[config.mk]
export PLATFORM = sky130hd
export DESIGN_NAME = wbpm_front
export DESIGN_NICKNAME = d
export VERILOG_FILES = /design/src/rtl/wbpm_pkg.sv /design/src/rtl/wbpm_front.sv
export SDC_FILE = /design/constraint.sdc
export NUM_CORES = 1
export LEC_CHECK = 0
export ABC_AREA = 1
export BUFFER_PORTS_ARGS = -buffer_cell sky130_fd_sc_hd__buf_4
export CORE_ASPECT_RATIO = 1.75
export CORE_UTILIZATION = 44
export CTS_CLUSTER_DIAMETER = 80
export CTS_CLUSTER_SIZE = 40
export DETAILED_ROUTE_END_ITERATION = 10
export GPL_TIMING_DRIVEN = 0
export PLACE_DENSITY_LB_ADDON = 0.1
export SYNTH_ARGS = -nofsm -noshare
export SYNTH_HDL_FRONTEND = slang
export SYNTH_SLANG_ARGS = --single-unit
[constraint.sdc]
create_clock -name clk_i -period 9.55 [get_ports clk_i]
set_input_delay 1.4325 -clock clk_i [delete_from_list [all_inputs] [get_ports clk_i]]
set_output_delay 1.4325 -clock clk_i [all_outputs]
set_load 0.01 [all_outputs]
[src/rtl/wbpm_pkg.sv]
// ----------------------------------------------------------------------------
// wbpm_pkg
// Shared types and codes for the wildcard byte pattern matcher.
// ----------------------------------------------------------------------------
package wbpm_pkg;

  // Status codes of a result transaction
  typedef enum logic [1:0] {
    ST_INCOMPLETE = 2'd0,
    ST_FOUND      = 2'd1,
    ST_NOMATCH    = 2'd2,
    ST_ERROR      = 2'd3
  } status_e;

  // Progress mark codes
  localparam logic [1:0] MK_UNF  = 2'd0;
  localparam logic [1:0] MK_FUL  = 2'd1;
  localparam logic [1:0] MK_UNIQ = 2'd2;

  // Repeat kinds
  localparam logic [2:0] RK_EXACT  = 3'd0;
  localparam logic [2:0] RK_SINGLE = 3'd1;
  localparam logic [2:0] RK_OPT    = 3'd2;
  localparam logic [2:0] RK_ZMORE  = 3'd3;
  localparam logic [2:0] RK_OMORE  = 3'd4;

  // Configuration register indexes
  localparam logic CFG_CRITERIA = 1'b0;
  localparam logic CFG_FOLD     = 1'b1;

  // Saturation point of the criterion pointer
  localparam int unsigned PTR_MAX = 127;

  // One queued transaction from front to back
  typedef struct packed {
    logic        is_load;
    logic        start;
    logic [7:0]  data_byte;
    logic [5:0]  entry;
    logic [1:0]  wsel;
    logic [63:0] word;
    logic [2:0]  kind;
  } q_item_t;

  // Configuration seen by the back end
  typedef struct packed {
    logic [6:0] criteria_in_use;
    logic       fold_case;
  } cfg_t;

endpackage

[src/rtl/wbpm_front.sv]
// ----------------------------------------------------------------------------
// wbpm_front
// Input stage: accepts transactions, drops out-of-range loads, pushes to queue.
// ----------------------------------------------------------------------------
module wbpm_front #(
  parameter int unsigned MAX_CRITERIA = 64
) (
  input  logic              clk_i,
  input  logic              rst_ni,
  input  logic              in_valid_i,
  output logic              in_stall_o,
  input  logic              req_type_i,
  input  logic              start_new_i,
  input  logic [7:0]        data_byte_i,
  input  logic [5:0]        entry_index_i,
  input  logic [1:0]        word_select_i,
  input  logic [63:0]       set_word_i,
  input  logic [2:0]        repeat_kind_i,
  output logic              push_o,
  output wbpm_pkg::q_item_t item_o,
  input  logic              ready_i
);
  import wbpm_pkg::*;

  localparam int unsigned CW = ($clog2(MAX_CRITERIA + 1) > 8) ? $clog2(MAX_CRITERIA + 1) : 8;
  localparam logic [CW-1:0] MaxC = CW'(MAX_CRITERIA);

  logic    hold_q, hold_d;
  q_item_t item_q;
  logic    accept, keep;

  assign in_stall_o = hold_q && !ready_i;
  assign accept     = in_valid_i && !in_stall_o;
  // Loads beyond capacity vanish here
  assign keep       = !req_type_i || (CW'(entry_index_i) < MaxC);
  assign push_o     = hold_q;
  assign item_o     = item_q;

  always_comb begin
    hold_d = hold_q;
    if (accept) begin
      hold_d = keep;
    end else if (hold_q && ready_i) begin
      hold_d = 1'b0;
    end
  end

  // Hold valid flag
  always_ff @(posedge clk_i or negedge rst_ni) begin
    if (!rst_ni) begin
      hold_q <= 1'b0;
    end else begin
      hold_q <= hold_d;
    end
  end

  // Capture payload
  always_ff @(posedge clk_i) begin
    if (accept) begin
      item_q.is_load   <= req_type_i;
      item_q.start     <= start_new_i;
      item_q.data_byte <= data_byte_i;
      item_q.entry     <= entry_index_i;
      item_q.wsel      <= word_select_i;
      item_q.word      <= set_word_i;
      item_q.kind      <= repeat_kind_i;
    end
  end

endmodule

==> run summary <==
The run finished with clean final reports. The tightest hold margin came out at 0.612 ns. The count of different cell masters after synthesis came out at 7.

The sum of negative setup slack came out at 0 ns. Prior to clock tree synthesis, the placed netlist has a worst setup slack of 6.34 ns. The setup slack of the critical path after layout is 6.33 ns. In the routed design, unresolved DRC markers number 0. The maximum resistive drop on vdd is 0.114 mV. The area share of fa/ha/maj cells after synthesis is 0%. Clock-pin slew was measured on the worst setup and hold paths at about 0.070 ns.

The critical path in this run is classified as in -> out. Once layout is done, the placed cells without fillers occupy 4220 µm². In this run the most critical hold path is launched from push_o. The count of TritonRoute iterations in the first routing pass came out at 4.

The core footprint is 5630 µm². The cell depth of the worst hold path is 2. The number of nets in the synthesized netlist is 181. For the final database, setup skew stands at about 0.0024 ns. The min-delay analysis places its worst path in the category reg -> reg. For this run, the number of Yosys warnings is 0.

Global routing finished with a remaining overflow of 0. The standard cell area after detailed placement is between 4000 and 5000 µm². Setup repair after global routing left no endpoint under its margin.

The number of inserted filler cells in the final layout is 378. The final layout contains routed wiring with a total length of 5210 µm. The ratio of routed vias to standard cells is around 4.5. Measured along the x axis, the die boundary spans 60.2 µm. The number of cells on the worst reg-to-reg path is 2. The layout-stage area growth over the synthesis result is 61.8%. The cell row count came out at 36.

The number of antenna violations at the first check in global routing came out at 0. The actual slew at the worst max-slew pin came out at 0.941 ns. The area fraction in compound gates after synthesis is 0.671%. Leaving out fill and tap cells, the most frequent cell in the layout is sky130_fd_sc_hd__buf_4. The quantity of gates resized following cts is 0. The placer's final routability congestion estimate came out at approximately 0.75. The total global routing track utilization is 17.4%. The insertion delay of the later-clocked pin in the worst-skew pair is between 0.3 and 0.4 ns.

The via count came out at 1607. During placement, the flow inserted port buffers numbering 175. The synthesized instance count came out at 92. The hold violation count in the final report was 0.

The worst setup path is captured at an output pin. For this design the top-level I/O count stands at about 180. The master cell of the clock root buffer is sky130_fd_sc_hd__clkbuf_8. A synthesized cell averages 28.4 µm².

The worst hold path terminates at push_o. The total of max-cap violations is 0. The post-synthesis instance area is 2610 µm².

The post-synthesis sequential area ratio is 98.8%. The CTS tree is built. The maximum clock path buffer count is 2. The area occupied by multi-input gates is around 29 µm². The largest net degree at the start of global routing is 34. The multiplexer share of the synthesized area is 0%. The total inserted antenna cells is 0.

The final worst-path cycle share came out at 33.7%. The register-to-register setup slack is 7.76 ns. The DRC marker count from the first detailed-route iteration came out at ~90. The static leakage power is 1.78 nW.

The ratio of total power to cell area is 171 nW/µm². After synthesis, the largest family of logic cells by area is compound AO/OA/AOI/OAI gates. The maximum clock frequency is 0.311 GHz. The number of hold buffers added after CTS was 0.

The die footprint is between 6000 and 7000 µm². The via count of the first global-routing pass came out at 1623. In this run the critical register-to-register path is launched from push_o. After detailed routing, the average wire length per cell comes to 14.4 µm.

In this run, synthesis produced a sequential element count of 86. The worst endpoint required time is around 8.1 ns. The count of pins over their slew limit came out at 0. The synthesized netlist devotes 0.144% of its cell area to simple gates.

The height of the die is 104 µm. The worst path in the final design needs a cycle of 3.22 ns, including I/O delays and setup. Leaving out fill and tap cells, the most frequent cells in the layout are sky130_fd_sc_hd__buf_4 (175), sky130_fd_sc_hd__edfxtp_1 (85), sky130_fd_sc_hd__clkbuf_8 (9), sky130_fd_sc_hd__clkbuf_1 (4), sky130_fd_sc_hd__clkinv_1 (3). The global-route wire length before repair came out at between 7000 and 8000 µm. The worst setup path is launched from a primary input. At the worst endpoint, the arrival time is 1.78 ns.

Once detailed placement completed, the half-perimeter wirelength came to 4020 µm. The setup-violating endpoint count in the final report is 0. The initial core utilization came out at 46.4%.

The H-tree was split into 3 levels. The number of buffers added for setup after CTS is 0. In this run the tightest slew margin relative to its limit is 37.1%. The sequential cells in the finished layout cover a total of 2580 µm². The share of post-route cells with drive strength above 1 is approximately two thirds. The post-route antenna net violation count is 0.

The maximum fanout count along the critical path came out at 3. The overall power came out at 723 µW. The endpoint identified for the worst register-to-register timing path is item_o[76]. The number of nets in the layout is around 370. The total CTS buffers is 9. The total number of clock tree sinks came out at 86.

Of the total synthesized cell area, the portion taken by XOR and XNOR cells is 0%.
## sequential cells by signal, indices dropped and copies added, names as in the netlist
| signal | flops |
|---|---|
| item_o | 85 |
| push_o | 1 |
## metal layers
metal	vias to the layer above	routed length, µm	GRT usage [%]
li1	741	-	-
met1	726	1500	15.1
met2	122	2810	28.5
met3	18	630	8.08
met4	0	263	13.8
met5	-	0	0
## cells in the mapped netlist, drive strengths merged
master  count  share of area [%]
a21oi       1               0.34
dfrtp       1               0.96
edfxtp     85                 98
inv         3               0.43
nor2        1               0.14
o21ai       1               0.34
## worst max-delay path, cell delays in order
cell and delay, ns:
sky130_fd_sc_hd__buf_4 0.12, sky130_fd_sc_hd__nor2_1 0.10, sky130_fd_sc_hd__buf_4 0.12
## where the power goes
part	internal (mW)	switching (mW)	leakage, nW
combinational	0.0480	0.0323	0.886
sequential	0.440	0.00528	0.820
clock	0.0924	0.105	0.0741
## stage by stage
step | std cells | util (%)
after global routing | 361 | 75.0
after CTS | 361 | 75.0
after floorplan | 92 | -
final | 361 | 75.0
after global placement | 343 | 71.4
after detailed placement | 345 | 72.4
## kinds of logic after synthesis
| family | count (synthesis) |
|---|---|
| flip-flops | 86 |
| buffers and inverters | 3 |
| AND/OR/NAND/NOR | 1 |
| AO/OA/AOI/OAI | 2 |
## how the worst max path moves through the flow
stage / cells after the start / to / start / slack, ns
after global routing: 3 / in_stall_o / ready_i / 6.33
after detailed placement: 3 / in_stall_o / ready_i / 6.34
after CTS: 3 / in_stall_o / ready_i / 6.34
after global placement: 3 / item_o[6] / ready_i / 4.30
after floorplan: 2 / item_o[0] / ready_i / 5.18
final: 3 / in_stall_o / ready_i / 6.33
## final cells by class
class / count / share of cell area [%]
clock buffer: 13 / 3.29
clock inverter: 3 / 0.267
inverter: 3 / 0.267
multi-input combinational: 3 / 0.681
sequential: 86 / 61.0
tap: 76 / 2.25
timing repair buffer: 177 / 32.2
Note: power is estimated with default switching activity, not from simulation.
