`src/rtl/wbpm_pkg.sv`:
```
// ----------------------------------------------------------------------------
// wbpm_pkg
// Shared types and codes for the wildcard byte pattern matcher.
// ----------------------------------------------------------------------------
package wbpm_pkg;

  // Status codes of a result transaction
  typedef enum logic [1:0] {
    ST_INCOMPLETE = 2'd0,
    ST_FOUND      = 2'd1,
    ST_NOMATCH    = 2'd2,
    ST_ERROR      = 2'd3
  } status_e;

  // Progress mark codes
  localparam logic [1:0] MK_UNF  = 2'd0;
  localparam logic [1:0] MK_FUL  = 2'd1;
  localparam logic [1:0] MK_UNIQ = 2'd2;

  // Repeat kinds
  localparam logic [2:0] RK_EXACT  = 3'd0;
  localparam logic [2:0] RK_SINGLE = 3'd1;
  localparam logic [2:0] RK_OPT    = 3'd2;
  localparam logic [2:0] RK_ZMORE  = 3'd3;
  localparam logic [2:0] RK_OMORE  = 3'd4;

  // Configuration register indexes
  localparam logic CFG_CRITERIA = 1'b0;
  localparam logic CFG_FOLD     = 1'b1;

  // Saturation point of the criterion pointer
  localparam int unsigned PTR_MAX = 127;

  // One queued transaction from front to back
  typedef struct packed {
    logic        is_load;
    logic        start;
    logic [7:0]  data_byte;
    logic [5:0]  entry;
    logic [1:0]  wsel;
    logic [63:0] word;
    logic [2:0]  kind;
  } q_item_t;

  // Configuration seen by the back end
  typedef struct packed {
    logic [6:0] criteria_in_use;
    logic       fold_case;
  } cfg_t;

endpackage

```
`src/rtl/wbpm_queue.sv`:
```
// ----------------------------------------------------------------------------
// wbpm_queue
// Two-entry queue decoupling the front stage from the back end.
// ----------------------------------------------------------------------------
module wbpm_queue (
  input  logic              clk_i,
  input  logic              rst_ni,
  input  logic              push_i,
  input  wbpm_pkg::q_item_t item_i,
  output logic              ready_o,
  output logic              valid_o,
  output wbpm_pkg::q_item_t item_o,
  input  logic              pop_i
);
  import wbpm_pkg::*;

  q_item_t    ent_q [2];
  logic       wp_q, rp_q;
  logic [1:0] cnt_q;
  logic       do_push, do_pop;

  assign ready_o = (cnt_q != 2'd2);
  assign valid_o = (cnt_q != 2'd0);
  assign item_o  = ent_q[rp_q];
  assign do_push = push_i && ready_o;
  assign do_pop  = pop_i && valid_o;

  // Advance pointers and fill count
  always_ff @(posedge clk_i or negedge rst_ni) begin
    if (!rst_ni) begin
      wp_q  <= 1'b0;
      rp_q  <= 1'b0;
      cnt_q <= 2'd0;
    end else begin
      if (do_push) begin
        wp_q <= !wp_q;
      end
      if (do_pop) begin
        rp_q <= !rp_q;
      end
      cnt_q <= cnt_q + {1'b0, do_push} - {1'b0, do_pop};
    end
  end

  // Store entries
  always_ff @(posedge clk_i) begin
    if (do_push) begin
      ent_q[wp_q] <= item_i;
    end
  end

endmodule

```
`config.mk`:
```
export PLATFORM = sky130hd
export DESIGN_NAME = wbpm_queue
export DESIGN_NICKNAME = d
export VERILOG_FILES = /design/src/rtl/wbpm_pkg.sv /design/src/rtl/wbpm_queue.sv
export SDC_FILE = /design/constraint.sdc
export NUM_CORES = 1
export LEC_CHECK = 0
export BUFFER_PORTS_ARGS = -buffer_cell sky130_fd_sc_hd__buf_4
export CAP_MARGIN = 20
export CORE_UTILIZATION = 44
export CTS_BUF_LIST = sky130_fd_sc_hd__clkbuf_16
export CTS_CLUSTER_SIZE = 12
export DETAILED_ROUTE_END_ITERATION = 7
export PLACE_DENSITY_LB_ADDON = 0.05
export REMOVE_ABC_BUFFERS = 1
export SLEW_MARGIN = 10
export SYNTH_ARGS = -nofsm -noshare
export SYNTH_HDL_FRONTEND = slang
export SYNTH_SLANG_ARGS = --single-unit
export TNS_END_PERCENT = 20
```
`constraint.sdc`:
```
create_clock -name clk_i -period 4.35 [get_ports clk_i]
set_input_delay 0.2175 -clock clk_i [delete_from_list [all_inputs] [get_ports clk_i]]
set_output_delay 0.2175 -clock clk_i [all_outputs]
set_load 0.02 [all_outputs]
```
==> metrics.md <==
| Metric | Value |
|---|---|
| DR vias/cell | around 4.7 |
| Number of max-cap violations | 0 |
| Cell type contributing the most total cell area after synthesis | sky130_fd_sc_hd__edfxtp_1 |
| Combinational fraction of design power | a little over a third |
| Maximum level of the CTS H-tree | 4 |
| Clk_lat worst skew | 0.42 ns |
| Proportion of register bits with asynchronous set or reset after synthesis | between 2 and 2.5% |
| Unrepaired setup endpoints after global routing | false |
| Nets@finish | 651 |
| Cell count after placement | 640 |
| Transition time at the pin with the least slew margin | 0.917 ns |
| Number of setup violations in the final report | 0 |
| Worst vdd rail ir drop | roughly 0.4 mV |
| Power Dens Cells | 652 nW/um^2 |
| Routability cong. | roughly 0.68 |
| Buffers inserted by post-CTS timing repair | 0 |
| Post-synthesis instance total | ~290 |
| Number of storage elements in the synthesis netlist | 174 |
| F_max | roughly 380 MHz |
| Wire per inst | 15.9 um |
| Cell with the most instances after synthesis | sky130_fd_sc_hd__edfxtp_1 |
| Type of the worst setup path | flop to output pin |
| Number of optimization iterations in the first detailed-route pass | 5 |
| Register area share after synthesis | between 70% and 80% |
| Clock network fraction of total power | roughly a quarter |
| Number of global-route vias before repair | between 3,000 and 4,000 |
| CTS Buf Count | 17 |
| Proportion of layout cells with a drive suffix above 1 | about half |
| Clock slew at reported path FFs | 0.06 ns |
| Initial antenna violation count | 0 |
| Final worst hold slack | 0.0929 ns |
| Kind of capture point of the worst setup path | output pin |
| Yosys synthesis warning count | 0 |
| Final standard cell utilization of the core | 65.4% |
| DRT iter0 DRCs | 155 |
| Internal Pwr Total | 0.00432 W |
| HPWL after detailed placement | a little over 7 mm |
| Total number of clock tree sinks | 174 |
| GRT Util Overall | around 16% |
| Vias post-DR | 3,571 |
| Worst min path class | primary input to flop |
| Maximum number of pins on one net before global-route repair | 67 |
| First-pass GRT wire length | 17.6 mm |
| Critical Path Source Type | flop |
| Post-synth top cells | sky130_fd_sc_hd__edfxtp_1 (170), sky130_fd_sc_hd__mux2_2 (45), sky130_fd_sc_hd__mux2_4 (40) |
| Outcome | complete, no violations |
| Portion of total power attributed to sequential cells | roughly 40% |
| Sw Share | 30.2% |
| Die Wd | between 100 and 150 um |
| Worst Path Arrival | ~2.4 ns |
| Distinct cells, synth | 21 |
| Worst slew margin relative to its limit | ~39% |
| Crit path required time | roughly 4.1 ns |
| Synth Area per Inst | 22.9 sq um |
| Layout area overhead | 44.9% |
| Cell types with the largest area share after synthesis | sky130_fd_sc_hd__edfxtp_1 (78%), sky130_fd_sc_hd__mux2_4 (9.2%), sky130_fd_sc_hd__mux2_2 (7.7%) |
| Hold violation count in the final report | 0 |
| Area of the core region | 14,500 sq um |
| Busiest layer in global routing | met2 |
| DRC violations left | 0 |
| Fraction of met3 tracks used by global routing | about 5.6% |
| Count of flip-flops with a built-in enable after synthesis | 170 |
| Number of fillers in the final layout | ~1,100 |
| Predominant post-synthesis flop cell | sky130_fd_sc_hd__edfxtp_1 |
| Fin crit share | 59.9% |
| CTS Root Cell | sky130_fd_sc_hd__clkbuf_16 |
| Met1 Use GR | around 18% |
| GRT Residual Overflow | 0 |
| I/O pin cnt | around 180 |
| Leakage component of the power | roughly 3.7 nW |
| Antenna diodes | 0 |
| Rows | 44 |
| Die Outline Area | between 15,000 and 20,000 sq um |
| TritonCTS clock tree | done |
| Post-layout minimum cycle time | around 2.6 ns |
| Die Y-Extent | ~120 um |
| Initial cell density of the core | a little under half |
| Final worst clock skew | 0.00748 ns |
| Count of buffers inserted at the top-level ports | 175 |
| Combined area of all synthesized cells | between 6000 and 7000 sq um |
| Area share of the largest cell type after synthesis | between 70 and 80% |
| Worst Path Max Fanout | 47 |
| Maximum clock path buffer count | 2 |
| Met2 track demand over resource in global routing | between 20 and 30% |
| Fin. max-slew vios | 0 |
| Power dissipated by switching net loads | 0.00187 W |
| Antenna violation net count after detailed routing | 0 |
| Post-layout instance count excluding filler cells | ~760 |
| Sum of routed wire length over all layers | between 10 and 15 mm |
-- final cells by class --
| cell class | count | area [sq um] | area share, % |
|---|---|---|---|
| clock buffer | 17 | 425 | 4.48 |
| clock inverter | 15 | 180 | 1.90 |
| multi-input combinational | 103 | 1240 | 13.1 |
| sequential | 174 | 5210 | 54.8 |
| tap | 184 | 230 | 2.42 |
| timing repair buffer | 265 | 2220 | 23.3 |
-- timing repair --
action | CTS | global route
gates resized for setup | 0 | 0
hold endpoints to repair | 174 | 0
hold buffers | 86 | 0
-- critical path: stages, from the launching register on --
cell                      delay (ns)
sky130_fd_sc_hd__dfrtp_4        0.92
sky130_fd_sc_hd__buf_4          0.47
sky130_fd_sc_hd__mux2_2         0.39
sky130_fd_sc_hd__buf_4          0.16
-- power by group through the flow --
stage          logic (W)  clock network [W]  registers [W]
2_1_floorplan    0.00132                  0        0.00257
3_3_place_gp     0.00213                  0        0.00251
3_5_place_dp     0.00214                  0        0.00253
4_1_cts          0.00222            0.00157        0.00249
5_1_grt          0.00232            0.00163        0.00253
6_report         0.00218            0.00154        0.00249
-- flip-flops by register name, indices dropped and copies added (netlist names) --
signal  cells
ent_q     170
cnt_q       2
rp_q        1
wp_q        1
-- cells by family after synthesis --
logic type / Yosys count / share of synthesized area [%]
flip-flops: 174 / 79.3
AND/OR/NAND/NOR: 11 / 0.897
adder cells (fa/ha/maj): 1 / 0.191
AO/OA/AOI/OAI: 3 / 0.362
XOR/XNOR: 3 / 0.401
multiplexers: 85 / 16.9
buffers and inverters: 10 / 1.93
-- placed cells by master, fill, tap and decap left out, drive strengths merged, types with 2 or more instances in the layout --
master	netlist	final
nand2	2	2
mux2	85	85
dlygate4sd3	0	86
clkinv	0	7
inv	0	3
xnor2	3	3
bufinv	0	4
clkbuf	0	17
buf	10	179
nor2	3	3
dfrtp	4	4
edfxtp	170	170
-- worst paths after layout --
path,from,to,slack (ns),cells past startpoint
worst max-delay path,rp_q,item_o[81],1.75,3
worst min-delay path,pop_i,rp_q,0.09,3
worst max register to register,cnt_q[0],ent_q[1][71],2.15,3
worst min register to register,wp_q,wp_q,0.56,1
max in group asynchronous,rst_ni,rp_q,4.10,2
min in group asynchronous,rst_ni,cnt_q[0],0.12,2
-- per-stage QoR --
step | setup WS (ns) | TNS [ns] | total power [W] | cell area, sq um
after global routing | 1.62 | 0 | 0.00648 | 9500
after CTS | 1.68 | 0 | 0.00629 | 9500
final | 1.75 | 0 | 0.00620 | 9500
after floorplan | -0.511 | -43.46 | 0.00389 | 6430
after detailed placement | 2.06 | 0 | 0.00467 | 8040
after global placement | 2.12 | 0 | 0.00464 | 8040
-- layer usage --
layer  up-vias  wire [um]  share of wire [%]
li1       1688          -                  -
met1      1754       4770                 40
met2       113       6220                 52
met3        16        849                7.1
met4         0        202                1.7
met5         -          0                  0
Power figures use the tool's default switching activity.
